`config.mk`:
```
export PLATFORM = sky130hd
export DESIGN_NAME = sorted_stack_insert_pop
export DESIGN_NICKNAME = d
export VERILOG_FILES = /design/src/sv/ssip_pkg.sv /design/src/sv/ssip_cell.sv /design/src/sv/sorted_stack_insert_pop.sv
export SDC_FILE = /design/constraint.sdc
export NUM_CORES = 2
export LEC_CHECK = 0
export ABC_AREA = 1
export BUFFER_PORTS_ARGS = -buffer_cell sky130_fd_sc_hd__buf_4
export CAP_MARGIN = 20
export CORE_MARGIN = 2
export CORE_UTILIZATION = 40
export DETAILED_ROUTE_END_ITERATION = 6
export SYNTH_ARGS = -nofsm -noshare
export SYNTH_HDL_FRONTEND = slang
export SYNTH_SLANG_ARGS = --single-unit
```
`constraint.sdc`:
```
create_clock -name clk -period 5.7 [get_ports clk]
set_input_delay 0.285 -clock clk [delete_from_list [all_inputs] [get_ports clk]]
set_output_delay 0.285 -clock clk [all_outputs]
set_load 0.01 [all_outputs]
```
`src/sv/ssip_pkg.sv`:
```
// Shared types and constants for the sorted stack insert/pop block.
// No dependencies; imported by every module of the block.
`timescale 1ns / 1ps

package ssip_pkg;

    localparam int DEPTH       = 16;
    localparam int CNT_W       = $clog2(DEPTH + 1);
    localparam int IDX_W       = $clog2(DEPTH);
    localparam int VAL_W       = 32;
    localparam int LIMIT_W     = 5;
    localparam int COUNT_OUT_W = 5;

    localparam logic [LIMIT_W-1:0] LIMIT_RESET = LIMIT_W'(16);

    typedef enum logic [1:0] {
        ST_DONE  = 2'd0,
        ST_FULL  = 2'd1,
        ST_EMPTY = 2'd2
    } status_t;

    typedef enum logic {
        ACT_INSERT = 1'b0,
        ACT_POP    = 1'b1
    } action_t;

    typedef struct packed {
        logic             ins;
        logic [VAL_W-1:0] value;
    } cell_ctl_t;

    typedef struct packed {
        logic in_use;
        logic at_end;
    } cell_pos_t;

endpackage

```
`src/sv/ssip_cell.sv`:
```
// One slot of the sorted chain: holds a value, compares it with the incoming
// value and takes either its lower neighbor's value or the new value.
// Depends on ssip_pkg.
`timescale 1ns / 1ps

module ssip_cell
    import ssip_pkg::*;
(
    input  logic             clk,
    input  cell_ctl_t        ctl,
    input  cell_pos_t        pos,
    input  logic             prev_lt,
    input  logic [VAL_W-1:0] prev_value,
    output logic             lt,
    output logic [VAL_W-1:0] value
);

    logic [VAL_W-1:0] value_reg;
    logic [VAL_W-1:0] value_next;

    // new value sorts strictly below this occupied slot
    assign lt    = pos.in_use && ($signed(ctl.value) < $signed(value_reg));
    assign value = value_reg;

    always_comb
    begin
        value_next = value_reg;
        if (ctl.ins)
        begin
            if (prev_lt)
            begin
                value_next = prev_value;
            end
            else if (lt || pos.at_end)
            begin
                value_next = ctl.value;
            end
        end
    end

    always_ff @(posedge clk)
    begin
        value_reg <= value_next;
    end

endmodule

```
`src/sv/sorted_stack_insert_pop.sv`:
```
// Top level of the sorted stack priority queue: cell chain, count, limit
// register and result registers. Depends on ssip_pkg and ssip_cell.
//
// Usage:
//   Command channel: a transaction is taken at a rising edge with start high
//   and busy low. action selects insert of value or pop of the largest entry.
//   Each transaction yields one result, shown for exactly one cycle with done
//   high: status, popped_value, top_value and entry_count after the step.
//   The receiver cannot stall; results are never held back.
//   The accepting edge loads the pending registers, which then load the result
//   registers and done. busy is high for the cycle after accept, so a new
//   transaction waits until the pending step is done; that step reads the
//   new top out of the chain by the updated count.
//   Inserts are a parallel compare and shift along the row of DEPTH cells in
//   the accepting cycle; pops only move the count.
//   Config channel: cfg_data is the entry limit, written when cfg_valid and
//   cfg_ready are high; cfg_ready is always high. Write it only while idle.
//   Reset: count 0, limit 16, no result pending. Stored values are not
//   cleared; only slots below the count are ever read.
`timescale 1ns / 1ps

module sorted_stack_insert_pop
    import ssip_pkg::*;
(
    input  logic                   clk,
    input  logic                   rst_n,
    input  logic                   start,
    output logic                   busy,
    input  logic                   action,
    input  logic [VAL_W-1:0]       value,
    input  logic                   cfg_valid,
    output logic                   cfg_ready,
    input  logic [LIMIT_W-1:0]     cfg_data,
    output logic                   done,
    output logic [1:0]             status,
    output logic [VAL_W-1:0]       popped_value,
    output logic [VAL_W-1:0]       top_value,
    output logic [COUNT_OUT_W-1:0] entry_count
);

    logic [CNT_W-1:0]       count_reg, count_next;
    logic [LIMIT_W-1:0]     limit_reg, limit_next;
    logic                   pending_reg, pending_next;
    status_t                pend_status_reg, pend_status_next;
    logic [VAL_W-1:0]       pend_popped_reg, pend_popped_next;
    logic                   done_reg, done_next;
    status_t                status_reg, status_next;
    logic [VAL_W-1:0]       popped_reg, popped_next;
    logic [VAL_W-1:0]       top_reg, top_next;
    logic [COUNT_OUT_W-1:0] count_out_reg, count_out_next;

    logic             accept;
    logic             full;
    logic             empty;
    cell_ctl_t        ctl;
    logic             cell_lt  [DEPTH];
    logic [VAL_W-1:0] cell_val [DEPTH];
    logic [IDX_W-1:0] top_idx;
    logic [VAL_W-1:0] top_sel;

    assign accept    = start && !busy;
    assign busy      = pending_reg;
    assign cfg_ready = 1'b1;
    assign full      = (32'(count_reg) >= 32'(limit_reg)) || (count_reg == CNT_W'(DEPTH));
    assign empty     = (count_reg == '0);

    assign ctl.ins   = accept && (action_t'(action) == ACT_INSERT) && !full;
    assign ctl.value = value;

    genvar gi;
    generate
        for (gi = 0; gi < DEPTH; gi++)
        begin : g_cell
            cell_pos_t cpos;
            assign cpos.in_use = (CNT_W'(gi) < count_reg);
            assign cpos.at_end = (CNT_W'(gi) == count_reg);
            if (gi == 0)
            begin : g_first
                ssip_cell u_cell (
                    .clk        (clk),
                    .ctl        (ctl),
                    .pos        (cpos),
                    .prev_lt    (1'b0),
                    .prev_value ('0),
                    .lt         (cell_lt[gi]),
                    .value      (cell_val[gi])
                );
            end
            else
            begin : g_rest
                ssip_cell u_cell (
                    .clk        (clk),
                    .ctl        (ctl),
                    .pos        (cpos),
                    .prev_lt    (cell_lt[gi-1]),
                    .prev_value (cell_val[gi-1]),
                    .lt         (cell_lt[gi]),
                    .value      (cell_val[gi])
                );
            end
        end
    endgenerate

    assign top_idx = IDX_W'(count_reg - CNT_W'(1));

    always_comb
    begin
        top_sel = '0;
        for (int i = 0; i < DEPTH; i++)
        begin
            if (top_idx == IDX_W'(i))
            begin
                top_sel = top_sel | cell_val[i];
            end
        end
    end

    always_comb
    begin
        count_next       = count_reg;
        limit_next       = limit_reg;
        pending_next     = pending_reg;
        pend_status_next = pend_status_reg;
        pend_popped_next = pend_popped_reg;
        done_next        = pending_reg;
        status_next      = status_reg;
        popped_next      = popped_reg;
        top_next         = top_reg;
        count_out_next   = count_out_reg;

        if (cfg_valid && cfg_ready)
        begin
            limit_next = cfg_data;
        end

        if (accept)
        begin
            pending_next     = 1'b1;
            pend_popped_next = '0;
            pend_status_next = ST_DONE;
            case (action_t'(action))
                ACT_INSERT:
                begin
                    if (full)
                    begin
                        pend_status_next = ST_FULL;
                    end
                    else
                    begin
                        count_next = count_reg + CNT_W'(1);
                    end
                end
                default:
                begin
                    if (empty)
                    begin
                        pend_status_next = ST_EMPTY;
                    end
                    else
                    begin
                        count_next       = count_reg - CNT_W'(1);
                        pend_popped_next = top_reg;
                    end
                end
            endcase
        end

        if (pending_reg)
        begin
            pending_next   = 1'b0;
            status_next    = pend_status_reg;
            popped_next    = pend_popped_reg;
            top_next       = empty ? '0 : top_sel;
            count_out_next = COUNT_OUT_W'(count_reg);
        end
    end

    always_ff @(posedge clk or negedge rst_n)
    begin
        if (!rst_n)
        begin
            count_reg       <= '0;
            limit_reg       <= LIMIT_RESET;
            pending_reg     <= 1'b0;
            pend_status_reg <= ST_DONE;
            pend_popped_reg <= '0;
            done_reg        <= 1'b0;
            status_reg      <= ST_DONE;
            popped_reg      <= '0;
            top_reg         <= '0;
            count_out_reg   <= '0;
        end
        else
        begin
            count_reg       <= count_next;
            limit_reg       <= limit_next;
            pending_reg     <= pending_next;
            pend_status_reg <= pend_status_next;
            pend_popped_reg <= pend_popped_next;
            done_reg        <= done_next;
            status_reg      <= status_next;
            popped_reg      <= popped_next;
            top_reg         <= top_next;
            count_out_reg   <= count_out_next;
        end
    end

    assign done         = done_reg;
    assign status       = status_reg;
    assign popped_value = popped_reg;
    assign top_value    = top_reg;
    assign entry_count  = count_out_reg;

endmodule

```
Yosys cells after proc, flatten, opt, wreduce, memory -nomap -nowiden
Index checks and enable logic that the tools add are counted.

word-level totals
  register bits after elaboration = 629
  bits of input ports = 42
  output and inout bits = 74
  word-level logic and storage cells = 239

operators by class
  add/subtract/negate cells = 2
  magnitude comparators = 33
  eq/ne operators = 33
  mux-type cells = 57
  bitwise gates (word level) = 16
  reduce and logical (&&, ||, !) cells = 72

operator list
  operator                                                    count
  two-way mux 32 bit                                          49
  less-than comparator 32 bit                                 16
  OR 32 bit                                                   15
  equality test 4 x 5 -> 1 bit (first input constant)         8
  less-than comparator 4 x 5 -> 1 bit (first input constant)  8
  equality test 4 bit (second input constant)                 8
  AND reduction 2 bit                                         16
  nonzero test 2 bit                                          15
  equality test 3 x 5 -> 1 bit (first input constant)         4
  less-than comparator 3 x 5 -> 1 bit (first input constant)  4
  logical AND 1 bit                                           19
  logical OR 1 bit                                            17
  equality test 4 x 3 -> 1 bit (second input constant)        4
  two-way mux 5 bit                                           3
  equality test 2 x 5 -> 1 bit (first input constant)         2
  less-than comparator 1 x 5 -> 1 bit (first input constant)  2
  less-than comparator 2 x 5 -> 1 bit (first input constant)  2
  equality test 4 x 2 -> 1 bit (second input constant)        2
  adder 5 x 1 -> 5 bit (second input constant)                1
  equality test 1 x 5 -> 1 bit (first input constant)         1
  equality test 5 bit (second input constant)                 1
  >= comparator 5 bit                                         1
  logical NOT 5 bit                                           1
  subtractor 5 x 1 -> 5 bit (second input constant)           1
  8 further kinds                                             13

Logic depth before layout (Yosys ltp)
  depth after elaboration = 34
  gate-level depth with buffers = 19
  mapped depth without buffers = 17

By module
From an unflattened synthesis, not the netlist that was laid out.

unflattened totals
  cell total of the unflattened synthesis = 5417
  area, all modules = 46915.0 µm²

modules (own cells, without submodules)
  module                                    instances  cells an instance  area an instance (µm²)  sequential area each (µm²)
  ssip_cell (g_cell[0].g_first.u_cell ...)  14         210                2232.1                  960.9
  sorted_stack_insert_pop                   1          2059               11213.3                 2929.1
  ssip_cell (g_cell[8].g_rest.u_cell ...)   2          209                2225.9                  960.9

Least setup slack after synthesis
OpenSTA, ideal clock, no wires.

  kind = register to register
  start point = register count_reg[0]
  end point = register g_cell[0].g_first.u_cell.value_reg[0], enable pin
  library setup time = 0.470 ns
  arrival time = 4.120 ns
  data required time = 5.230 ns
  slack = 1.109 ns
  stages on the path, launching flop included = 12
  buffers on the path = 1
  period minus slack after synthesis = 4.591 ns
  cells stage by stage = dfrtp_1 -> buf_4 -> inv_4 -> ha_1 -> o21ai_0 -> a21boi_0 -> o21ai_0 -> nand2_1 -> nand2_1 -> nand3_1 -> nor2_1 -> a21boi_0

between the ends
  word-level cells in the longest chain between the ends = 5
  elaborated cells on any way between the ends = 10
  classes of those cells = order compare (2); eq/ne (1); reduce/logical (7)

RTL lines
  element                                                     RTL line                        source
  start, declared                                             sorted_stack_insert_pop.sv:41   logic [CNT_W-1:0] count_reg, count_next;
  start signal, assigned                                      sorted_stack_insert_pop.sv:195  count_reg <= count_next;
  >= comparator 5 bit or equality test 5 bit (tied branches)  sorted_stack_insert_pop.sv:64   assign full = (32'(count_reg) >= 32'(limit_reg)) || (count_reg == CNT_W'(DEPTH));
  logical OR 1 bit                                            sorted_stack_insert_pop.sv:64
  logical NOT 1 bit                                           sorted_stack_insert_pop.sv:67   assign ctl.ins = accept && (action_t'(action) == ACT_INSERT) && !full;
  logical AND 1 bit                                           sorted_stack_insert_pop.sv:67
  AND reduction 2 bit (no line) *                             -
  end signal, assigned                                        ssip_cell.sv:43                 value_reg <= value_next;
  end, declared                                               ssip_cell.sv:18                 logic [VAL_W-1:0] value_reg;

Mark *: on every way between the ends. The rest lies on a longest branch, timed or not.
A chain may end at the register's enable or synchronous reset.

Worst setup path in the final report
  start point = input port value[0]
  end point = register g_cell[13].g_rest.u_cell.value_reg[12], enable pin

between the ends
  word-level cells in the longest chain between the ends = 5
  elaborated cells on any way between the ends = 7
  classes of those cells = order compare (2); reduce/logical (5)

RTL lines
  element                          RTL line                       source
  start, declared                  sorted_stack_insert_pop.sv:30  input logic [VAL_W-1:0] value,
  less-than comparator 32 bit      ssip_cell.sv:22                assign lt = pos.in_use && ($signed(ctl.value) < $signed(value_reg));
  logical AND 1 bit                ssip_cell.sv:22
  logical OR 1 bit                 ssip_cell.sv:34                else if (lt || pos.at_end)
  nonzero test 2 bit (no line) *   -
  AND reduction 2 bit (no line) *  -
  end signal, assigned             ssip_cell.sv:43
  end, declared                    ssip_cell.sv:18

Marked as above.

==> results.tsv <==
metric	value	unit
status	finished with violations	
violations	design-rule violations	
htreeDepth	3	
gr-total-overflow	0	
numClockSinks	629	
grt_usage	29.6	%
rsz0062_at_grt	false	
yosys_warnings	0	
vias	36681	
arrival	4.36	ns
initial_core_util	40.5	%
synth_edf_count	512	
viasPerCell	5.62	
cts_setup_buffers	0	
timing.fmax	245	MHz
syn_nets	5566	
gp_congestion	1.01	
path_clk_slew	0.06	ns
finalPower	21.1	mW
grt_pass1_wl	231	mm
place_ws	1.59	ns
antenna_left	0	
wl_met1	65.5	mm
wl_met3	19.9	mm
synthFlopType	edfxtp_1	
dr.max_layer_used	met5	
tns	0	ns
critPathKind	input pin to register	
post-route-min-period	4.08	ns
finalNonFillerCells	6526	
seqCellArea	0.0183	mm2
drcViolationCount	1	
path_max_fanout	35	
die_area	0.108	mm2
die_h	328	um
peakVddDrop	0.400	mV
fillers	10083	
synthTopCellsByArea	edfxtp_1, ha_1, nand2_1	
syn2layout_area_growth	11.3	%
finalCritPeriodShare	71.6	%
cts_buffer_depth	3	
r2r_slack	1.66	ns
ios	116	
synthArstFlopShare	18.6	%
tightest_slew	1.22	ns
initialDrtViolationCount	5319	
clock_latency	0.67	ns
fin_ws	1.62	ns
wire_per_inst	24.9	um
cts-root-buf	clkbuf_16	
hold_violations	0	
first_pass_iters	7	
dieWidth	328	um
place_hpwl	115	mm
synth_seq_cells	629	
met2_length	68.8	mm
hp-class	input pin to register	
yosysTopAreaCellShare	36.6	%
first_global_vias	33762	
power_leakage	22.0	nW
largest_register_ffs	480	
grt_max_degree	75	
crit_path_start_kind	input pin	
maxCapViolCount	0	
skew	0.0364	ns
postSynthAreaPerCell	8.37	um2
holdWs	0.0771	ns
setup_violations	0	
dp_cells	6367	
finalMaxSlewViolations	0	
synth.cell_area	0.0420	mm2
port_buffers	114	
yosysTopAreaCell	edfxtp_1	
core_area	0.104	mm2
yosysUniqueCellTypes	49	
placed_area	0.0440	mm2
cts_tree	done	
nNetsFinal	5634	
placementRows	118	
final_util	45.0	%
multiInputGateArea	0.0200	mm2
cts_inserted_buffers	77	
wl	162	mm
postLayoutCellArea	0.0467	mm2
powerDensity	452	mW/mm2
antenna_found_initial	9	
relSlewSlack	18.0	%
crit_path_end_kind	register	
seq_area_frac_synth	43.6	%
netlist_instances	5016	
crit_required	5.98	ns
drive_above_1_share	7.33	%
[cell type report]
| cell class | count | area share, % |
|---|---|---|
| multi-input cells | 3498 | 42.9 |
| flip-flops and latches | 629 | 39.2 |
| inverters | 684 | 5.50 |
| clock buffers | 105 | 4.72 |
| well taps | 1380 | 3.69 |
| repair buffers | 194 | 3.29 |
| clock inverters | 35 | 0.779 |
| diodes | 1 | 0.00535 |
[kinds of logic after synthesis]
group | synth area share [%]
adders and majority gates | 15.1
muxes | 0.0268
AOI/OAI and AO/OA | 13.9
and+or+nand+nor | 18.2
xor gates and xnor gates | 0.170
buffers and inverters | 8.96
other | 0.00893
DFF | 43.6
[what timing repair did]
action,CTS,global route
resized for setup,0,0
hold endpoints to repair,74,0
hold buffers,17,0
[path summary, 6_finish.rpt]
check,start,to,cells after the start
worst min register to register,popped_value[5]$_DFFE_PN0P_,popped_value[5]$_DFFE_PN0P_,2
min in group asynchronous,rst_n,top_value[13]$_DFFE_PN0P_,2
max in group asynchronous,rst_n,popped_value[24]$_DFFE_PN0P_,3
worst max-delay path,value[0],g_cell[13].g_rest.u_cell.value[12]$_DFFE_PP_,20
worst max register to register,g_cell[14].g_rest.u_cell.value[17]$_DFFE_PP_,g_cell[14].g_rest.u_cell.value[25]$_DFFE_PP_,14
worst min-delay path,value[2],g_cell[0].g_first.u_cell.value[2]$_DFFE_PP_,1
[power by group]
part,switching (mW),internal [mW]
clock network,2.16,3.00
logic,6.99,2.35
registers,0.435,6.21
[routing by layer]
metal,track usage [%],vias to the layer above
met5,0,-
met4,13.2,12
met3,7.57,378
met2,44.2,2123
met1,40.4,17191
li1,-,16977
[cell usage in the layout, fill, tap and decap left out, types with 20 or more instances in the layout]
cell type | Yosys | layout
nand2_1 | 1489 | 1489
inv_1 | 671 | 656
edfxtp_1 | 512 | 512
ha_1 | 508 | 508
o21ai_0 | 492 | 492
a21oi_1 | 287 | 287
nor2_1 | 257 | 254
buf_4 | 22 | 174
dfrtp_1 | 116 | 116
nand3_1 | 91 | 82
clkbuf_16 | 0 | 82
o21ai_1 | 65 | 65
o2111ai_1 | 51 | 51
o221ai_1 | 40 | 40
nor3_1 | 36 | 36
nand4_1 | 30 | 30
a22oi_1 | 23 | 23
inv_2 | 12 | 20
o21ai_2 | 20 | 20
o211ai_1 | 20 | 20
[cells in the mapped netlist (40+ instances only)]
cell type,count
o2111ai_1,51
o221ai_1,40
nor2_1,257
o21ai_1,65
a21oi_1,287
inv_1,671
buf_2,50
dfrtp_1,116
nand3_1,91
o21ai_0,492
nand2_1,1489
clkbuf_1,94
ha_1,508
edfxtp_1,512
[worst max-delay path, stage by stage]
cell,delay (ns)
dlygate4sd3_1,0.60
buf_4,0.18
inv_2,0.37
nand2_1,0.13
nand2_1,0.09
nand2_1,0.07
nand2_1,0.06
nand2_1,0.17
nand2_1,0.11
nand2_1,0.08
nand2_1,0.07
nand2_1,0.23
nand2_1,0.17
nand2_1,0.06
nand2_1,0.07
nand3_2,0.72
nand3_1,0.28
nand2_1,0.09
clkinv_1,0.07
buf_4,0.42
(Power assumes the default switching activity.)
